## src/rtl/core/lie_pkg.sv

```systemverilog
// Shared constants and types for the line input editor.
`default_nettype none

package lie_pkg;

  localparam int MAX_LINE = 256;

  localparam int PosW = 9;

  localparam logic [PosW-1:0] CAP_LIMIT =
    (MAX_LINE > 511) ? 9'd511 : PosW'(MAX_LINE);

  localparam logic [PosW-1:0] CAP_RESET =
    (9'd256 > CAP_LIMIT) ? CAP_LIMIT : 9'd256;

  localparam logic [7:0] CH_LF  = 8'd10;
  localparam logic [7:0] CH_CR  = 8'd13;
  localparam logic [7:0] CH_DEL = 8'd127;
  localparam logic [7:0] CH_BS  = 8'd8;
  localparam logic [7:0] CH_NUL = 8'd0;

  localparam logic [PosW:0] TERM_LEN = 10'd3;

  typedef enum logic [2:0] {
    EV_STORE    = 3'd0,
    EV_ERASE    = 3'd1,
    EV_LINE_END = 3'd2,
    EV_OVERFLOW = 3'd3,
    EV_IGNORED  = 3'd4
  } event_kind_t;

  // One decoded byte: a single result, or a CR/LF/NUL run when multi is set.
  typedef struct packed {
    event_kind_t      kind;
    logic [PosW-1:0]  pos;
    logic [7:0]       value;
    logic             we;
    logic [PosW-1:0]  len;
    logic             multi;
  } run_t;

endpackage

`default_nettype wire

```

## src/rtl/core/lie_step.sv

```systemverilog
// Per-byte decode: result descriptor and next line position.
`default_nettype none

module lie_step (
  input  wire logic [7:0]               rx_byte,
  input  wire logic [lie_pkg::PosW-1:0] pos,
  input  wire logic [lie_pkg::PosW-1:0] cap,
  output lie_pkg::run_t                 run,
  output logic [lie_pkg::PosW-1:0]      pos_next
);

  logic                      is_term;
  logic                      is_bs;
  logic [lie_pkg::PosW-1:0]  pos_m1;
  logic [lie_pkg::PosW:0]    term_end;

  assign is_term  = (rx_byte == lie_pkg::CH_LF) || (rx_byte == lie_pkg::CH_CR);
  assign is_bs    = (rx_byte == lie_pkg::CH_DEL) || (rx_byte == lie_pkg::CH_BS);
  assign pos_m1   = pos - 9'd1;
  assign term_end = {1'b0, pos} + lie_pkg::TERM_LEN;

  always_comb begin
    run.kind  = lie_pkg::EV_IGNORED;
    run.pos   = '0;
    run.value = '0;
    run.we    = 1'b0;
    run.len   = '0;
    run.multi = 1'b0;
    pos_next  = pos;
    priority if (is_term) begin
      pos_next = '0;
      if (term_end > {1'b0, cap}) begin
        run.kind = lie_pkg::EV_OVERFLOW;
        run.len  = cap + 9'd1;
      end else begin
        run.kind  = lie_pkg::EV_LINE_END;
        run.pos   = pos;
        run.value = lie_pkg::CH_CR;
        run.we    = 1'b1;
        run.len   = term_end[lie_pkg::PosW-1:0];
        run.multi = 1'b1;
      end
    end else if (is_bs) begin
      if (pos != '0) begin
        pos_next = pos_m1;
        run.kind = lie_pkg::EV_ERASE;
        if (pos_m1 < cap) begin
          run.pos = pos_m1;
          run.we  = 1'b1;
        end
      end
    end else if (pos < cap) begin
      run.kind  = lie_pkg::EV_STORE;
      run.pos   = pos;
      run.value = rx_byte;
      run.we    = 1'b1;
      pos_next  = pos + 9'd1;
    end else begin
      run.kind = lie_pkg::EV_OVERFLOW;
      run.len  = cap + 9'd1;
      pos_next = '0;
    end
  end

endmodule

`default_nettype wire

```

## src/rtl/core/line_input_editor.sv

```systemverilog
// Line input editor: assembles a text line as a stream of buffer writes.
//
// Input channel: in_valid / in_stall carry one received byte (in_rx_byte) per
// transfer. Result channel: out_valid / out_stall carry one buffer write per
// transfer, with event kind, position, value, enable, line length and a
// last_of_run flag on the final write caused by a byte.
// Config: cfg_write_en loads cfg_write_data as the line capacity, clamped to
// MAX_LINE. Write it only while no byte is in flight.
// Each byte passes through the input register, then the result register.
// Throughput: one byte per cycle while out_stall is low for ordinary bytes,
// backspaces and overflows; a CR or LF that fits produces three results (CR,
// LF, NUL), so the result register holds until the last is taken and the
// input stage waits behind it. An empty input register takes a new byte while a
// result waits on out_stall. Reset: synchronous, active low; line position
// cleared, capacity 256, both stages empty. A stalled result holds all its fields.
`default_nettype none

module line_input_editor (
  input  wire logic                      clk,
  input  wire logic                      rst_n,
  input  wire logic                      in_valid,
  output logic                           in_stall,
  input  wire logic [7:0]                in_rx_byte,
  output logic                           out_valid,
  input  wire logic                      out_stall,
  output logic [2:0]                     out_event_kind,
  output logic [7:0]                     out_write_position,
  output logic [7:0]                     out_write_value,
  output logic                           out_write_enable,
  output logic [8:0]                     out_line_length,
  output logic                           out_last_of_run,
  input  wire logic                      cfg_write_en,
  input  wire logic [8:0]                cfg_write_data
);

  logic                      in_valid_r;
  logic [7:0]                in_byte_r;
  logic [lie_pkg::PosW-1:0]  pos_r;
  logic [lie_pkg::PosW-1:0]  cap_r;
  logic                      out_valid_r;
  lie_pkg::run_t             run_r;
  logic [1:0]                idx_r;

  lie_pkg::run_t             run_nxt;
  logic [lie_pkg::PosW-1:0]  pos_nxt;
  logic [lie_pkg::PosW-1:0]  cap_nxt;
  logic [lie_pkg::PosW-1:0]  out_pos_full;
  logic                      load_out;
  logic                      in_xfer;

  lie_step u_step (
    .rx_byte  (in_byte_r),
    .pos      (pos_r),
    .cap      (cap_r),
    .run      (run_nxt),
    .pos_next (pos_nxt)
  );

  assign out_last_of_run = !run_r.multi || (idx_r == 2'd2);
  assign load_out        = !out_valid_r || (!out_stall && out_last_of_run);
  assign in_stall        = in_valid_r && !load_out;
  assign in_xfer         = in_valid && !in_stall;
  assign cap_nxt         = (cfg_write_data > lie_pkg::CAP_LIMIT) ? lie_pkg::CAP_LIMIT
                                                                 : cfg_write_data;

  always_ff @(posedge clk) begin
    if (!rst_n) begin
      in_valid_r  <= 1'b0;
      out_valid_r <= 1'b0;
      pos_r       <= '0;
      cap_r       <= lie_pkg::CAP_RESET;
      idx_r       <= '0;
    end else begin
      if (cfg_write_en) begin
        cap_r <= cap_nxt;
      end
      if (in_xfer) begin
        in_valid_r <= 1'b1;
      end else if (load_out) begin
        in_valid_r <= 1'b0;
      end
      if (load_out) begin
        out_valid_r <= in_valid_r;
        idx_r       <= '0;
        if (in_valid_r) begin
          pos_r <= pos_nxt;
        end
      end else if (!out_stall) begin
        idx_r <= idx_r + 2'd1;
      end
    end
  end

  always_ff @(posedge clk) begin
    if (in_xfer) begin
      in_byte_r <= in_rx_byte;
    end
    if (load_out) begin
      run_r <= run_nxt;
    end
  end

  assign out_pos_full = run_r.pos + {7'd0, idx_r};

  always_comb begin
    out_write_value = run_r.value;
    if (run_r.multi) begin
      unique case (idx_r)
        2'd0:    out_write_value = lie_pkg::CH_CR;
        2'd1:    out_write_value = lie_pkg::CH_LF;
        default: out_write_value = lie_pkg::CH_NUL;
      endcase
    end
  end

  assign out_valid          = out_valid_r;
  assign out_event_kind     = run_r.kind;
  assign out_write_position = out_pos_full[7:0];
  assign out_write_enable   = run_r.we;
  assign out_line_length    = run_r.len;

endmodule

`default_nettype wire

```

## config.mk

```make
export PLATFORM = sky130hd
export DESIGN_NAME = line_input_editor
export DESIGN_NICKNAME = d
export VERILOG_FILES = /design/src/rtl/core/lie_pkg.sv /design/src/rtl/core/lie_step.sv /design/src/rtl/core/line_input_editor.sv
export SDC_FILE = /design/constraint.sdc
export NUM_CORES = 1
export LEC_CHECK = 0
export ABC_AREA = 1
export BUFFER_PORTS_ARGS = -buffer_cell sky130_fd_sc_hd__buf_2
export CAP_MARGIN = 10
export CORE_MARGIN = 2
export CORE_UTILIZATION = 64
export CTS_CLUSTER_DIAMETER = 200
export CTS_CLUSTER_SIZE = 16
export DETAILED_ROUTE_END_ITERATION = 12
export PLACE_DENSITY_LB_ADDON = 0.15
export SYNTH_ARGS = -nofsm -noshare
export SYNTH_HDL_FRONTEND = slang
export SYNTH_HIERARCHICAL = 1
export SYNTH_SLANG_ARGS = --single-unit
```

## constraint.sdc

```tcl
create_clock -name clk -period 6.8 [get_ports clk]
set_input_delay 0.68 -clock clk [delete_from_list [all_inputs] [get_ports clk]]
set_output_delay 0.68 -clock clk [all_outputs]
set_load 0.02 [all_outputs]
```

-- After elaboration in Yosys (flattened, before gate mapping)
Index checks and enable logic that the tools add are counted.
- register bits: 60
- input port bits: 22
- output and inout bits: 32
- word-level logic and storage cells: 72
- add/subtract/negate cells: 6
- $lt $le $gt $ge: 4
- equal/unequal tests: 7
- muxes and demuxes: 25
- bitwise gates (word level): 1
- reduce and logical (&&, ||, !) cells: 17
- operator list (operator ; number):
    2-to-1 mux 9 bit ; 9
    2-to-1 mux 18 bit ; 2
    2-to-1 mux 30 bit ; 1
    equality test 8 x 4 -> 1 bit, second input constant ; 3
    2-to-1 mux 12 bit ; 2
    adder 9 x 1 -> 9 bit, second input constant ; 2
    < comparator 9 bit ; 2
    2-to-1 mux 8 bit ; 2
    adder 9 x 2 -> 10 bit, second input constant ; 1
    > comparator 10 x 9 -> 1 bit ; 1
    > comparator 9 bit, second input constant ; 1
    nonzero test 9 bit ; 1
    subtractor 9 x 1 -> 9 bit, second input constant ; 1
    adder 8 x 2 -> 8 bit ; 1
    equality test 8 x 7 -> 1 bit, second input constant ; 1
    one-hot mux 4 bit (2 select lines) ; 1
    2-to-1 mux 1 bit ; 7
    logical NOT 1 bit ; 5
    logical OR 1 bit ; 4
    logical AND 1 bit ; 3
    != test 3 x 2 -> 1 bit, second input constant ; 1
    AND reduction 3 bit ; 1
    adder 2 x 1 -> 2 bit, second input constant ; 1
    equality test 2 x 1 -> 1 bit, second input constant ; 1
    6 further kinds ; 6

-- Depth between registers and ports, before layout
- depth after elaboration: 9
- depth in mapped cells: 21
- gate-level depth less buffers: 19

-- By module
Netlist, hierarchy kept.
- by module, submodules not included (module ; instances ; cells each ; area each (um^2) ; sequential area each (um^2)):
    line_input_editor ; 1 ; 201 ; 2418.6 ; 1581.5
    lie_step ; 1 ; 365 ; 2124.5 ; 0.0

-- Worst setup path after synthesis
OpenSTA, ideal clock, no wires.
- kind: flip-flop to flip-flop
- start point: reg pos_r[0] (netlist bit)
- end point: reg run_r (netlist bit out_line_length[1]), data pin
- setup time: 253 ps
- arrival: 2310 ps
- data required time: 6547 ps
- setup slack: 4236 ps
- cell stages (with the launch flop): 20
- buffers on the path: 2
- clock period less this slack: 2564 ps
- cell sequence: dfxtp_1 buf_2 inv_1 ha_1 nor2_1 xor2_1 ha_1 nand2_2 inv_1 nand2_1 nand3_1 nand2_1 nand2_1 nand2_1 nand2_1 nand2_4 nand3_4 buf_6 nand3_1 nand2_1
- RTL lines (element ; line ; RTL):
    from (decl) ; line_input_editor.sv:38 ; logic [lie_pkg::PosW-1:0] pos_r;
    from (signal assigned) ; line_input_editor.sv:86 ; pos_r <= pos_nxt;
    to (signal assigned) ; line_input_editor.sv:99 ; run_r <= run_nxt;
    to (decl) ; line_input_editor.sv:41 ; lie_pkg::run_t run_r;

==> flow_summary.ini <==
[worst_hold_path]
min_to = cap_r[8]
hp-start = cap_r[8]
hold_depth = 2
min_path_type = flip-flop to flip-flop

[timing]
tightest_slew_ns = 0.5808
maxSlewViolCount = 0
skew_ns = 0.01727
finalSetupTns_ns = 0
fmax_ghz = 0.3279
setup_viol = 0
min_period_over_period_pct = 44.85
fin_worst_hold_slack_ns = 0.4605
slew_headroom_pct = 61.22
rsz0062_at_grt = false
hold_viol = 0
min_period_ns = 3.050

[clock_tree]
clk_latency_ns = 0.35
cts_tree = built
postCtsSetupBuffers = 0
cts-htree-levels = 3
clk_pin_slew_worst_paths_ns = 0.07
cts_made_buffers = 9
cts-root-buf = clkbuf_8
cts_sinks = 60
hold_buffers = 0
cts_max_path_buffers = 2
ctsResizeCount = 0

[grt]
grt_max_degree = 36
track_usage_pct = 29.74
antenna_found_initial = 0
grt_pass1_wl_mm = 17.28
overflow = 0
first_global_vias = 3524

[critical_path]
critPathMaxFanout = 11
path_class = flip-flop to flip-flop
r2r_cells = 18
reg2reg_setup_slack_ns = 3.75
required_ns = 6.90
r2r-start = pos_r[0]
crit_path_start_kind = flip-flop
worst_ep_arrival_time_ns = 3.15
r2r-end = run_r[24]
setup.worst_path.end_class = flip-flop

[die]
core_area_mm2 = 0.006832
io_pins = 54
dieWidth_um = 88.02
initial_core_util_pct = 66.14
rows = 30
dieHeight_um = 88.02
die_area_mm2 = 0.007748

[finish]
nets = 654
final_common_cell = nand2_1
diodes = 0
syn_to_final_growth_pct = 8.308
mostFrequentLayoutCells = 106 x nand2_1, 66 x inv_1, 53 x buf_2
drive_gt1_share_pct = 22.59

[pwr]
peakVddDrop_uv = 169.1
p_leak_nw = 2.411
power_mw = 1.124
power_density_mw_per_mm2 = 229.7

[synth]
synthCells = 560
syn_area_per_cell_um2 = 8.068
syn_area_mm2 = 0.004518
ys_warn_count = 6
synthesis.nets = 617

[placed_design]
place_congestion = 0.9460
port_buffers = 53
dp_hpwl_mm = 8.277

[route]
wl_per_cell_um = 15.63
detail-route-antenna-nets = 0
drt_iter0_drc = 278
firstDrtPassIters = 5
drc = 0
via_per_inst = 5.477
routed_wl_mm = 10.91
vias = 3823

[run_status]
status = complete, no violations

[flow_run]
cap_viol_max_count = 0
stage by stage:
step / setup slack [ns] / cell area (um2) / std cells / util, %
floorplan: 4.239 / 4518 / 560 / -
global placement: 3.876 / 4696 / 682 / 68.74
detailed placement: 3.815 / 4696 / 682 / 68.74
CTS: 3.798 / 4893 / 698 / 71.63
global route: 3.475 / 4893 / 698 / 71.63
finish: 3.750 / 4893 / 698 / 71.63
flip-flops by register name, summed over array words and instances, names as in the netlist:
| name | cells |
|---|---|
| cap_r | 9 |
| idx_r | 2 |
| in_byte_r | 8 |
| in_valid_r | 1 |
| out_event_kind | 3 |
| out_line_length | 9 |
| out_valid | 1 |
| out_write_enable | 1 |
| pos_r | 9 |
| run_r | 17 |
worst max-delay path by stage:
stage / to / start
after floorplan: out_line_length[1] / pos_r[0]
after global placement: out_event_kind[0] / pos_r[0]
after CTS: run_r[24] / pos_r[0]
final: run_r[24] / pos_r[0]
after global routing: out_event_kind[0] / pos_r[0]
after detailed placement: run_r[24] / pos_r[0]
worst max-delay path: stages, from the launching register on:
cell,delay [ns]
dfxtp_1,0.60
inv_1,0.24
ha_1,0.31
nor2_1,0.15
xor2_1,0.10
ha_1,0.32
nand2_2,0.06
nor2_2,0.15
nand2_1,0.07
nand3_1,0.06
nand2_1,0.06
nand2_1,0.05
nand2_1,0.04
nand2_1,0.09
nand2_4,0.10
nand3_4,0.15
nand2_4,0.09
nand2_1,0.07
nand2_1,0.07
cell type report:
class                   instances  area, um2
flip-flops and latches         60       1582
clock buffers                   9      123.9
multi-input cells             390       2414
inverters                      83      315.3
well taps                      96      120.1
repair buffers                 53      265.3
clock inverters                 7      73.82
fillers                       575       1938
power by group:
part | switching, mW | internal, mW
registers | 0.0311 | 0.427
clock network | 0.160 | 0.172
logic | 0.222 | 0.112
routing by layer:
layer	global-route usage (%)	share of wire [%]
met5	0	0
met4	8.264	1.0
met3	5.749	5.7
met1	41.92	48
met2	47.04	46
Note: power is estimated with default switching activity, not from simulation.
